===== config.mk =====
export PLATFORM = sky130hd
export DESIGN_NAME = link_reconnect_backoff_controller
export DESIGN_NICKNAME = d
export VERILOG_FILES = /design/src/sv/lrbc_pkg.sv /design/src/sv/link_reconnect_backoff_controller.sv
export SDC_FILE = /design/constraint.sdc
export NUM_CORES = 1
export LEC_CHECK = 0
export BUFFER_PORTS_ARGS = -buffer_cell sky130_fd_sc_hd__buf_2
export CAP_MARGIN = 20
export CORE_UTILIZATION = 25
export DETAILED_ROUTE_END_ITERATION = 12
export RECOVER_POWER = 100
export SLEW_MARGIN = 20
export SYNTH_ARGS = -nofsm -noshare
export SYNTH_HDL_FRONTEND = slang
export SYNTH_SLANG_ARGS = --single-unit

===== constraint.sdc =====
create_clock -name clk -period 10.4 [get_ports clk]
set_clock_uncertainty 0.1 [all_clocks]
set_input_delay 0.52 -clock clk [delete_from_list [all_inputs] [get_ports clk]]
set_output_delay 0.52 -clock clk [all_outputs]
set_load 0.02 [all_outputs]

===== src/sv/lrbc_pkg.sv =====
// Package for the link reconnect backoff controller.
// It holds the register reset values, the register indexes and the event and status codes.
// It depends on nothing else.
`default_nettype none

package lrbc_pkg;

  localparam int unsigned RegWidth  = 16;
  localparam int unsigned CfgIdxW   = 2;

  localparam logic [RegWidth-1:0] TimeoutRst    = 16'd15000;
  localparam logic [RegWidth-1:0] BackoffMinRst = 16'd1000;
  localparam logic [RegWidth-1:0] BackoffMaxRst = 16'd30000;

  localparam logic [CfgIdxW-1:0] RegAttemptTimeout = 2'd0;
  localparam logic [CfgIdxW-1:0] RegBackoffMin     = 2'd1;
  localparam logic [CfgIdxW-1:0] RegBackoffMax     = 2'd2;

  typedef enum logic [2:0] {
    EV_NONE         = 3'd0,
    EV_CONNECTED    = 3'd1,
    EV_RECONNECTED  = 3'd2,
    EV_DISCONNECTED = 3'd3,
    EV_TIMEOUT      = 3'd4
  } event_t;

  typedef enum logic [1:0] {
    ST_CONNECTED  = 2'd0,
    ST_CONNECTING = 2'd1,
    ST_DOWN       = 2'd2
  } status_t;

endpackage

`default_nettype wire


===== src/sv/link_reconnect_backoff_controller.sv =====
// Top level of the link reconnect backoff controller.
// It holds the tick input register, the supervisor state update and the result register.
// It depends on lrbc_pkg.
`default_nettype none

// The block supervises a link connection with exponential retry backoff. Each input item
// is one tick that carries the link's association flag, and each tick yields exactly one
// result item: start_attempt, link_up, status and event. The block processes one item
// every clock cycle unless the result side stalls. An accepted item sits in an input
// register, runs from there through the state update, and is written into the result
// register once that register is free or its result is being taken. The single update
// pass per cycle between these two registers sets this rate. The result register holds
// a result until it is taken, and the input register keeps taking items while the result
// register drains, so the input stalls only when both registers are full. Configuration
// registers are written through cfg_we, cfg_index and cfg_data and take effect with the
// next processed tick; index 0 is the attempt timeout, 1 the minimum backoff, 2 the
// maximum backoff, and any other index is ignored. The doubled retry delay saturates at
// the maximum backoff, and a timeout of 65535 means an attempt never times out.
module link_reconnect_backoff_controller
  import lrbc_pkg::*;
(
  input  wire logic                clk,
  input  wire logic                rst,
  // Tick input. s_tdata fields from bit 0 up: associated[0], zero fill [7:1].
  input  wire logic                s_tvalid,
  output logic                     s_tready,
  input  wire logic [7:0]          s_tdata,
  // Result output. m_tdata fields from bit 0 up: start_attempt[0], link_up[1],
  // status[3:2], event_res[6:4], zero fill [7].
  output logic                     m_tvalid,
  input  wire logic                m_tready,
  output logic [7:0]               m_tdata,
  // Configuration write port.
  input  wire logic                cfg_we,
  input  wire logic [CfgIdxW-1:0]  cfg_index,
  input  wire logic [RegWidth-1:0] cfg_data
);

  // Configuration registers.
  logic [RegWidth-1:0] attempt_timeout;
  logic [RegWidth-1:0] backoff_min;
  logic [RegWidth-1:0] backoff_max;

  // Supervisor state.
  logic                connected_flag;
  logic                ever_connected;
  logic [RegWidth-1:0] attempt_ticks;
  logic                retry_pending;
  logic [RegWidth-1:0] retry_ticks_left;
  logic [RegWidth-1:0] current_backoff;

  logic                connected_flag_next;
  logic                ever_connected_next;
  logic [RegWidth-1:0] attempt_ticks_next;
  logic                retry_pending_next;
  logic [RegWidth-1:0] retry_ticks_left_next;
  logic [RegWidth-1:0] current_backoff_next;

  // Input register and result register.
  logic       in_valid;
  logic       in_assoc;
  logic       out_valid;
  logic [6:0] out_data;

  logic       advance;
  logic       start_next;
  event_t     event_next;
  status_t    status_next;
  logic [RegWidth:0]   doubled;
  logic [RegWidth-1:0] clamped;
  logic [RegWidth-1:0] ticks_inc;

  assign advance  = in_valid && (!out_valid || m_tready);
  assign s_tready = !in_valid || advance;
  assign m_tvalid = out_valid;
  assign m_tdata  = {1'b0, out_data};

  // Doubling of the retry delay, saturating at the configured maximum.
  assign doubled = {current_backoff, 1'b0};
  assign clamped = (doubled < {1'b0, backoff_max}) ? doubled[RegWidth-1:0] : backoff_max;
  assign ticks_inc = (attempt_ticks != {RegWidth{1'b1}}) ? attempt_ticks + 1'b1
                                                          : attempt_ticks;

  always_comb begin
    connected_flag_next   = connected_flag;
    ever_connected_next   = ever_connected;
    attempt_ticks_next    = attempt_ticks;
    retry_pending_next    = retry_pending;
    retry_ticks_left_next = retry_ticks_left;
    current_backoff_next  = current_backoff;
    start_next            = 1'b0;
    event_next            = EV_NONE;

    if (in_assoc) begin
      // A new association drops any pending retry and restores the minimum delay.
      if (!connected_flag) begin
        event_next            = ever_connected ? EV_RECONNECTED : EV_CONNECTED;
        ever_connected_next   = 1'b1;
        connected_flag_next   = 1'b1;
        current_backoff_next  = backoff_min;
        retry_pending_next    = 1'b0;
        retry_ticks_left_next = '0;
      end
    end else if (connected_flag) begin
      event_next            = EV_DISCONNECTED;
      connected_flag_next   = 1'b0;
      retry_pending_next    = 1'b1;
      retry_ticks_left_next = current_backoff;
      current_backoff_next  = clamped;
    end else if (retry_pending) begin
      // A delay of zero or one comes due on this tick.
      if (retry_ticks_left <= RegWidth'(1)) begin
        retry_pending_next    = 1'b0;
        retry_ticks_left_next = '0;
        attempt_ticks_next    = '0;
        start_next            = 1'b1;
      end else begin
        retry_ticks_left_next = retry_ticks_left - 1'b1;
      end
    end else begin
      attempt_ticks_next = ticks_inc;
      if (ticks_inc > attempt_timeout) begin
        event_next            = EV_TIMEOUT;
        retry_pending_next    = 1'b1;
        retry_ticks_left_next = current_backoff;
        current_backoff_next  = clamped;
      end
    end

    if (connected_flag_next) begin
      status_next = ST_CONNECTED;
    end else if (retry_pending_next) begin
      status_next = ST_DOWN;
    end else begin
      status_next = ST_CONNECTING;
    end
  end

  always_ff @(posedge clk) begin
    if (rst) begin
      attempt_timeout <= TimeoutRst;
      backoff_min     <= BackoffMinRst;
      backoff_max     <= BackoffMaxRst;
    end else if (cfg_we) begin
      case (cfg_index)
        RegAttemptTimeout: attempt_timeout <= cfg_data;
        RegBackoffMin:     backoff_min     <= cfg_data;
        RegBackoffMax:     backoff_max     <= cfg_data;
        default: ;
      endcase
    end
  end

  always_ff @(posedge clk) begin
    if (rst) begin
      connected_flag   <= 1'b0;
      ever_connected   <= 1'b0;
      attempt_ticks    <= '0;
      retry_pending    <= 1'b0;
      retry_ticks_left <= '0;
      current_backoff  <= BackoffMinRst;
      in_valid         <= 1'b0;
      out_valid        <= 1'b0;
    end else begin
      if (s_tvalid && s_tready) begin
        in_valid <= 1'b1;
      end else if (advance) begin
        in_valid <= 1'b0;
      end
      if (advance) begin
        out_valid        <= 1'b1;
        connected_flag   <= connected_flag_next;
        ever_connected   <= ever_connected_next;
        attempt_ticks    <= attempt_ticks_next;
        retry_pending    <= retry_pending_next;
        retry_ticks_left <= retry_ticks_left_next;
        current_backoff  <= current_backoff_next;
      end else if (m_tready) begin
        out_valid <= 1'b0;
      end
    end
  end

  // Payload registers need no reset.
  always_ff @(posedge clk) begin
    if (s_tvalid && s_tready) begin
      in_assoc <= s_tdata[0];
    end
    if (advance) begin
      out_data <= {event_next, status_next, connected_flag_next, start_next};
    end
  end

endmodule

`default_nettype wire


======== Yosys cells after proc, flatten, opt, wreduce, memory -nomap -nowiden ========
Index checks and enable logic that the tools add are counted.
operators by class
  mux-type cells .......................... 34
  eq/ne operators ......................... 6
  bitwise gates (word level) .............. 3
  magnitude comparators ................... 3
  $add $sub $neg .......................... 2
  reduce and logical (&&, ||, !) cells .... 19
operators by type and width
  kind                                                                      number
  16-bit two-way mux                                                        15
  17-bit by 16-bit less-than comparator with 1-bit output                   1
  16-bit by 1-bit adder with 16-bit output (second input constant)          1
  16-bit > comparator                                                       1
  16-bit by 1-bit <= comparator with 1-bit output (second input constant)   1
  16-bit inequality test (second input constant)                            1
  16-bit by 1-bit subtractor with 16-bit output (second input constant)     1
  1-bit two-way mux                                                         12
  3-bit two-way mux                                                         4
  4-bit AND reduction                                                       2
  2-bit two-way mux                                                         3
  2-bit AND reduction                                                       3
  3-bit AND reduction                                                       2
  2-bit nonzero test                                                        2
  4-bit nonzero test                                                        1
  3-bit by 2-bit inequality test with 1-bit output (second input constant)  1
  1-bit NOT                                                                 3
  3-bit nonzero test                                                        1
  3-bit OR reduction                                                        1
  2-bit by 1-bit equality test with 1-bit output (second input constant)    1
  2-bit equality test (second input constant)                               1
  1-bit logical AND                                                         2
  1-bit logical NOT                                                         2
  2-bit logical NOT                                                         1
  other kinds (3)                                                           4
storage, ports and cells
  output and inout port bits .............. 10
  bits in registers ....................... 109
  word-level logic and storage cells ...... 82
  input port bits ......................... 31

======== Logic depth before layout (Yosys ltp) ========
Gate-level depths: netlist of run 1.
  depth after elaboration ................. 8
  mapped depth ............................ 15
  mapped depth without buffers ............ 13

======== Least setup slack after synthesis of run 1 ========
OpenSTA, ideal clock, no wires.
  kind .................................... reg2reg
  from .................................... reg attempt_ticks[0]
  to ...................................... reg out_data[2], data pin
  data required time ...................... 10.035 ns
  path slack .............................. 6.848 ns
  stages on the path, launching flop included .. 15
  library setup time ...................... 0.265 ns
  period minus slack after synthesis ...... 3.552 ns
  data arrival time ....................... 3.187 ns
  path through ............................ dfxtp_1 > ha_1 > nand2_1 > nor4_2 > a211oi_1 > nand3_1 > xnor2_1 > ha_1 > nand2_1 > nor4_4 > a21bo_1 > and4_4 > buf_6 > buf_2 > o311a_1
on the way
  longest elaborated chain between the ends .. 8
ends and longest elaborated chain
  element                                                                             RTL line                                  source
  start, declared                                                                     link_reconnect_backoff_controller.sv:47   logic [RegWidth-1:0] attempt_ticks;
  start signal, assigned                                                              link_reconnect_backoff_controller.sv:174  attempt_ticks <= attempt_ticks_next;
  16-bit by 1-bit adder with 16-bit output or 16-bit inequality test (tied branches)  link_reconnect_backoff_controller.sv:81   assign ticks_inc = (attempt_ticks != {RegWidth{1'b1}}) ? attempt_ticks + 1'b1
  16-bit two-way mux (*)                                                              link_reconnect_backoff_controller.sv:81
  16-bit > comparator (*)                                                             link_reconnect_backoff_controller.sv:122  if (ticks_inc > attempt_timeout) begin
  1-bit two-way mux (*)                                                               link_reconnect_backoff_controller.sv:122
  1-bit two-way mux (*)                                                               link_reconnect_backoff_controller.sv:110  end else if (retry_pending) begin
  1-bit two-way mux (*)                                                               link_reconnect_backoff_controller.sv:104  end else if (connected_flag) begin
  1-bit two-way mux (*)                                                               link_reconnect_backoff_controller.sv:94   if (in_assoc) begin
  2-bit two-way mux (*)                                                               link_reconnect_backoff_controller.sv:132  end else if (retry_pending_next) begin
  end signal, assigned                                                                link_reconnect_backoff_controller.sv:190  out_data <= {event_next, status_next, connected_flag_next, start_next};
  end, declared                                                                       link_reconnect_backoff_controller.sv:63   logic [6:0] out_data;
Every way passes the cells marked *; elsewhere a longest branch is shown, timed or not.
A chain may end at the register's enable or synchronous reset.

======== Final worst setup path of run 1 ========
  from .................................... reg attempt_ticks[0]
  to ...................................... reg current_backoff[8]
on the way
  longest elaborated chain between the ends .. 5
ends and longest elaborated chain
  element                                                                             RTL line                                  source
  16-bit by 1-bit adder with 16-bit output or 16-bit inequality test (tied branches)  link_reconnect_backoff_controller.sv:81
  16-bit two-way mux (*)                                                              link_reconnect_backoff_controller.sv:81
  16-bit > comparator (*)                                                             link_reconnect_backoff_controller.sv:122
  3-bit nonzero test (no source line) (*)                                             --
  4-bit AND reduction (no source line) (*)                                            --
  end signal, assigned                                                                link_reconnect_backoff_controller.sv:161  current_backoff <= BackoffMinRst;
  end signal, assigned                                                                link_reconnect_backoff_controller.sv:177  current_backoff <= current_backoff_next;
  end, declared                                                                       link_reconnect_backoff_controller.sv:50   logic [RegWidth-1:0] current_backoff;
Marked as above.

==> flow_summary.yaml, run 1 <==
status:
  status: "finished, violations left"
  violations: "capacitance limit, slew limit"
job:
  drv_cap: 3
sta:
  finalHoldViolCount: 0
  setup_violations: 0
  rsz0062_at_grt: "false"
  max-slew-margin-rel_pct: -65.5
  fin_setup_tns_ns: 0
  fin_crit_sh_pct: 50.9
  tightest_slew_ns: 2.48
  timing.fmax_mhz: 189
  fin_crit_ns: 5.29
  setup_ws_ns: 5.11
  maxSlewViolCount: 133
global_routing:
  grt_pass1_wl_um: 26400
  grt_usage_pct: 13.4
  overflow: 0
  antenna_found_initial: 0
  grt_max_degree: 54
  grt_pass1_vias: 5083
placement:
  placed_area_um2: 6560
  numPortBuffers: 32
  dp_hpwl_um: 11400
  place_ws_ns: 6.19
  finalWeightedCongestion: 0.833
drt:
  detail_route.vias_per_cell: 5.00
  drc_errors: 0
  drt-initial-drc-count: 382
  antenna_left: 0
  drt-total-wl_um: 16200
  wl_per_cell_um: 14.7
  vias: 5532
  dr.pass1.iters: 5
pwr:
  p_leak_nw: 2.64
  swShare_pct: 27.4
  p_sw_w: 0.000242
  pwr-share-comb_pct: 11.9
  power_frac_clock_pct: 37.7
  internal_power_w: 0.000639
  share_seq_of_total_power_pct: 50.4
  ir_drop_v: 0.0000777
  powerDensity_nw_per_um2: 130
floorplan:
  initial_utilization_pct: 25.8
  die_x_um: 159
  die_h_um: 159
  rows: 56
  design.core.area_um2: 23800
  dieArea_um2: 25200
  ios: 41
finish:
  nets: 847
  final_common_cell: "nand2_1"
  areaGrowthSynthToFinish_pct: 10.4
  drive_gt1_share_pct: 7.37
  n_antenna_cell: 0
  final_cell_area_um2: 6780
  multiInputGateArea_um2: 3410
  regArea_um2: 2260
  layout_common_cells: "nand2_1, dfxtp_1, a21oi_1, inv_1, o21ai_0"
  n_fill_cell: 2575
synth:
  async_reset_ff_share_pct: 0
  syn_avg_cell_area_um2: 7.94
  seq_area_frac_synth_pct: 36.9
  synthFlopType: "dfxtp_1"
  synth_fp_nets: 838
  synth_seq_cells: 109
  synth-edff-count: 8
  yosys_warnings: 0
  ys_types: 70
  synth_area_um2: 6140
  synthCells: 773
critical_path:
  critPathRequiredTime_ns: 10.45
  r2r_end: "current_backoff[8]"
  crit_arrival_ns: 5.34
  cp_max_fo: 16
  cp-end-kind: "flop"
  start_kind: "flop"
  r2r_start: "attempt_ticks[0]"
  worst-setup-path-type: "reg -> reg"
  reg2reg_slack_ns: 5.11
  rr_worst_depth: 13
worst_hold_path:
  hold_depth: 1
  hp-class: "in -> reg"
  hold_end: "in_assoc"
  holdCritStartpoint: "s_tdata[0]"
clock_network:
  clockBufferDepth: 2
  cts_root_buf: "clkbuf_16"
  htree_levels: 3
  post_cts_resized: 0
  clkSlewWorstSetupHoldPaths_ns: 0.07
  clk_latency_ns: 0.35
  numCtsBuffers: 9
  post_cts_buffers: 0
  cts_hold_buf: 0
  cts_tree: "built"
  clock_sinks: 109
==> sequential cells by signal, summed over array words and instances (netlist names) <==
name,count
ever_connected,1
attempt_timeout,16
connected_flag,1
out_data,7
in_valid,1
attempt_ticks,16
current_backoff,16
in_assoc,1
retry_pending,1
m_tvalid,1
backoff_min,16
retry_ticks_left,16
backoff_max,16
==> per-layer routing <==
| metal | wire length [µm] | GRT usage [%] |
|---|---|---|
| met3 | 592 | 2.12 |
| met2 | 7220 | 21.2 |
| met4 | 263 | 4.12 |
| met5 | 0 | 0 |
| met1 | 8160 | 18.6 |
==> synth_stat cells (all sizes together), types with 3 or more instances <==
library cell | n | area [µm²]
edfxtp | 8 | 240
or3 | 8 | 55.1
dfxtp | 101 | 2020
or2 | 3 | 18.8
o22ai | 12 | 75.1
mux2i | 15 | 150
o32ai | 9 | 101
xor2 | 3 | 26.3
nand2 | 126 | 473
a22oi | 6 | 45.0
nand3 | 16 | 80.1
inv | 59 | 221
buf | 12 | 78.8
clkbuf | 31 | 118
and4 | 5 | 46.3
o211ai | 28 | 215
nand4 | 11 | 75.1
nor4 | 6 | 58.8
nor2 | 44 | 165
nor2b | 7 | 43.8
ha | 34 | 425
a31oi | 12 | 81.3
nand2b | 6 | 37.5
xnor2 | 7 | 61.3
o31ai | 4 | 30.0
a22o | 4 | 35.0
o2bb2ai | 5 | 43.8
o21ai | 61 | 309
mux2 | 3 | 33.8
a21o | 6 | 45.0
nor3 | 31 | 166
a21oi | 65 | 325
==> critical path, cell delays in order (launching register included) <==
cell      delay (ns)
dfxtp_1         0.42
ha_1            0.22
nand2_1         0.12
nor4_1          0.60
nand2_1         0.33
a21boi_0        0.22
o21ai_0         0.14
ha_1            0.19
nand4_1         0.19
nor4_1          0.59
a41o_1          0.60
or2_0           0.53
o21a_1          0.64
o211ai_1        0.19
==> worst max path at each step <==
stage / from / end / slack [ns]
2_1_floorplan: attempt_ticks[0] / out_data[2] / 6.85
3_3_place_gp: attempt_ticks[3] / current_backoff[1] / 6.23
3_5_place_dp: attempt_ticks[3] / current_backoff[2] / 6.19
4_1_cts: attempt_ticks[3] / current_backoff[4] / 6.17
5_1_grt: attempt_ticks[0] / current_backoff[5] / 4.46
6_report: attempt_ticks[0] / current_backoff[8] / 5.11
==> power by group through the flow <==
stage                     Sequential, W  Clock (W)  Combinational (W)
after global placement         0.000453          0           0.000105
after CTS                      0.000444   0.000339           0.000106
after floorplan                0.000453          0          0.0000733
final                          0.000444   0.000332           0.000105
after global routing           0.000445   0.000355           0.000118
after detailed placement       0.000453          0           0.000105
==> kinds of logic after synthesis <==
group           after synthesis  synth area share (%)
compound gates              229                  24.2
xor+xnor                     10                  1.43
fa+ha+maj                    34                  6.93
buf+inv                     102                  6.81
flops                       109                  36.9
mux                          18                  3.00
other cells                   1                0.0611
simple gates                270                  20.7
==> area by class of cell <==
type,instances,area share [%]
inverters,59,3.27
clock buffers,11,3.58
repair buffers,41,2.97
well taps,319,5.89
flip-flops and latches,109,33.4
multi-input cells,562,50.4
clock inverters,5,0.517
==> stage by stage <==
step | hold WS (ns) | cells | total power, W | utilization [%]
detailed placement | 0.346 | 1089 | 0.000559 | 27.6
finish | 0.243 | 1106 | 0.000881 | 28.5
CTS | 0.234 | 1105 | 0.000888 | 28.8
global placement | 0.343 | 1089 | 0.000558 | 27.6
global route | 0.242 | 1106 | 0.000919 | 28.5
floorplan | 0.336 | 773 | 0.000526 | -
Note: power is estimated with default switching activity, not from simulation.
==> run 2, diff against run 1 <==
--- a/config.mk
+++ b/config.mk
@@ -5,6 +5,7 @@
 export SDC_FILE = /design/constraint.sdc
 export NUM_CORES = 1
 export LEC_CHECK = 0
+export ABC_AREA = 1
 export BUFFER_PORTS_ARGS = -buffer_cell sky130_fd_sc_hd__buf_2
 export CAP_MARGIN = 20
 export CORE_UTILIZATION = 25
==> constraint.sdc (replaced) <==
create_clock -name clk -period 4.9 [get_ports clk]
set_clock_uncertainty 0.1 [all_clocks]
set_input_delay 0.245 -clock clk [delete_from_list [all_inputs] [get_ports clk]]
set_output_delay 0.245 -clock clk [all_outputs]
set_load 0.02 [all_outputs]
==> flow_summary.yaml, run 2 <==
drt:
  wl_per_cell_um: 13.0
  antenna_left: 0
  dr.pass1.iters: 5
  drt-total-wl_um: 16000
  detail_route.vias_per_cell: 4.49
  drt-initial-drc-count: 390
  drc_errors: 0
  vias: 5518
synth:
  async_reset_ff_share_pct: 0
  synth_area_um2: 6230
  synthTopCellsByCount: "nand2_1, dfxtp_1, inv_1"
  synthFlopType: "dfxtp_1"
  synth_top_family_by_area: "simple AND/OR/NAND/NOR gates"
  synth_fp_nets: 951
  synth_fa_ha_area_share_pct: 6.82
  synth_simple_gate_area_share_pct: 32.1
  ys_types: 43
  synth.top_cell.area_share_pct: 32.4
  synth_compound_area_share_pct: 13.0
  synth-edff-count: 8
  muxShareOfSynthArea_pct: 0
  synthTopCellsByArea: "dfxtp_1, nand2_1, ha_1"
  yosys_warnings: 0
  seq_area_frac_synth_pct: 36.3
  synth_most_common_cell: "nand2_1"
  synthCells: 886
  synth-xor-area-share_pct: 2.95
  synth_seq_cells: 109
  syn_avg_cell_area_um2: 7.04
  synth_top_area_cell: "dfxtp_1"
pwr:
  p_total_w: 0.00210
  pwr-share-comb_pct: 15.0
  p_sw_w: 0.000603
  swShare_pct: 28.7
  powerDensity_nw_per_um2: 302
  ir_drop_v: 0.000176
  p_leak_nw: 3.09
  share_seq_of_total_power_pct: 45.7
  power_frac_clock_pct: 39.3
  internal_power_w: 0.00150
floorplan:
  initial_utilization_pct: 25.6
  design.core.area_um2: 24400
  ios: 41
  die_h_um: 160
  dieArea_um2: 25600
  rows: 57
  die_x_um: 160
finish:
  areaGrowthSynthToFinish_pct: 11.6
  n_antenna_cell: 0
  final_common_cell: "nand2_1"
  drive_gt1_share_pct: 10.4
  final_cell_area_um2: 6960
  n_fill_cell: 2678
  layout_common_cells: "nand2_1, dfxtp_1, inv_1, nor2_1, a21oi_1"
  nets: 964
clock_network:
  clockBufferDepth: 2
  clkSlewWorstSetupHoldPaths_ns: 0.08
  post_cts_buffers: 0
  htree_levels: 3
  cts_hold_buf: 1
  numCtsBuffers: 9
  clock_sinks: 109
  cts_root_buf: "clkbuf_16"
  post_cts_resized: 0
  cts_tree: "built"
  clk_latency_ns: 0.37
placement:
  finalWeightedCongestion: 0.812
  placed_area_um2: 6660
  numPortBuffers: 32
  dp_hpwl_um: 11600
critical_path:
  cp-end-kind: "flop"
  cp_max_fo: 16
  crit_arrival_ns: 4.13
  start_kind: "flop"
  critPathRequiredTime_ns: 4.94
  worst-setup-path-type: "reg -> reg"
global_routing:
  grt_usage_pct: 13.0
  antenna_found_initial: 0
  grt_max_degree: 66
  grt_pass1_vias: 5171
  overflow: 0
  grt_pass1_wl_um: 26600
sta:
  rsz0062_at_grt: "false"
  fin_crit_ns: 4.08
  maxSlewViolCount: 140
  finalHoldViolCount: 0
  fin_crit_sh_pct: 83.3
  setup_violations: 0
  fin_setup_tns_ns: 0
  tightest_slew_ns: 2.78
  timing.fmax_mhz: 245
  fin_hold_ws_ns: 0.0145
  max-slew-margin-rel_pct: -85.4
worst_hold_path:
  hp-class: "in -> reg"
job:
  drv_cap: 3
status:
  status: "finished, violations left"
  violations: "capacitance limit, slew limit"
-- run 2: layer usage --
metal | global-route usage [%] | vias to the layer above | wire length (µm)
li1 | - | 2915 | -
met1 | 16.5 | 2502 | 7490
met2 | 21.9 | 80 | 7730
met3 | 1.45 | 21 | 395
met4 | 5.76 | 0 | 383
met5 | 0 | - | 0
-- run 2: through the flow --
| step | util [%] | instances | setup slack (ns) |
|---|---|---|---|
| after floorplan | - | 886 | 2.16 |
| after global placement | 27.3 | 1211 | 1.17 |
| after detailed placement | 27.3 | 1211 | 1.15 |
| after CTS | 28.7 | 1228 | 1.07 |
| after global routing | 28.5 | 1228 | 0.431 |
| final | 28.5 | 1228 | 0.817 |
-- run 2: cell type report --
cell class	count	area [µm²]	area share (%)
multi-input combinational	645	3410	49.1
clock buffer	9	225	3.24
timing repair buffer	37	180	2.59
clock inverter	7	105	1.51
sequential	109	2260	32.5
inverter	97	365	5.25
tap	324	405	5.83
-- run 2: critical path: stages (launching register included) --
cell and delay (ns):
dfxtp_1 0.48, ha_1 0.25, nand2_1 0.09, nor3_1 0.29, nand4_1 0.13, nor2_1 0.17
nor2_1 0.07, xor2_1 0.16, ha_1 0.32, nand4_1 0.11, nor3_1 0.25, nand3_1 0.22
nand3_1 0.16, nand2_1 0.26, nand2_2 0.39, inv_1 0.23, nand2_1 0.11, nand3_1 0.06
-- run 2: worst paths after layout --
| check | start | to | slack [ns] | depth (start not counted) |
|---|---|---|---|---|
| max | attempt_ticks[0] | current_backoff[9] | 0.82 | 17 |
| min | cfg_data[3] | backoff_min[3] | 0.01 | 3 |
| max reg2reg | attempt_ticks[0] | current_backoff[9] | 0.82 | 17 |
| min reg2reg | attempt_timeout[14] | attempt_timeout[14] | 0.37 | 2 |
-- run 2: power by group through the flow --
stage / Clock, W / Sequential, W / Combinational, W
after floorplan: 0 / 0.000979 / 0.000240
after global placement: 0 / 0.000980 / 0.000312
after detailed placement: 0 / 0.000982 / 0.000313
after CTS: 0.000846 / 0.000961 / 0.000317
after global routing: 0.000885 / 0.000966 / 0.000361
final: 0.000826 / 0.000961 / 0.000315
-- run 2: logic make-up after synthesis --
kind of cell,count (synthesis)
buffers and inverters,132
flip-flops,109
adder cells (fa/ha/maj),34
other,1
XOR/XNOR,21
AO/OA/AOI/OAI,148
AND/OR/NAND/NOR,441
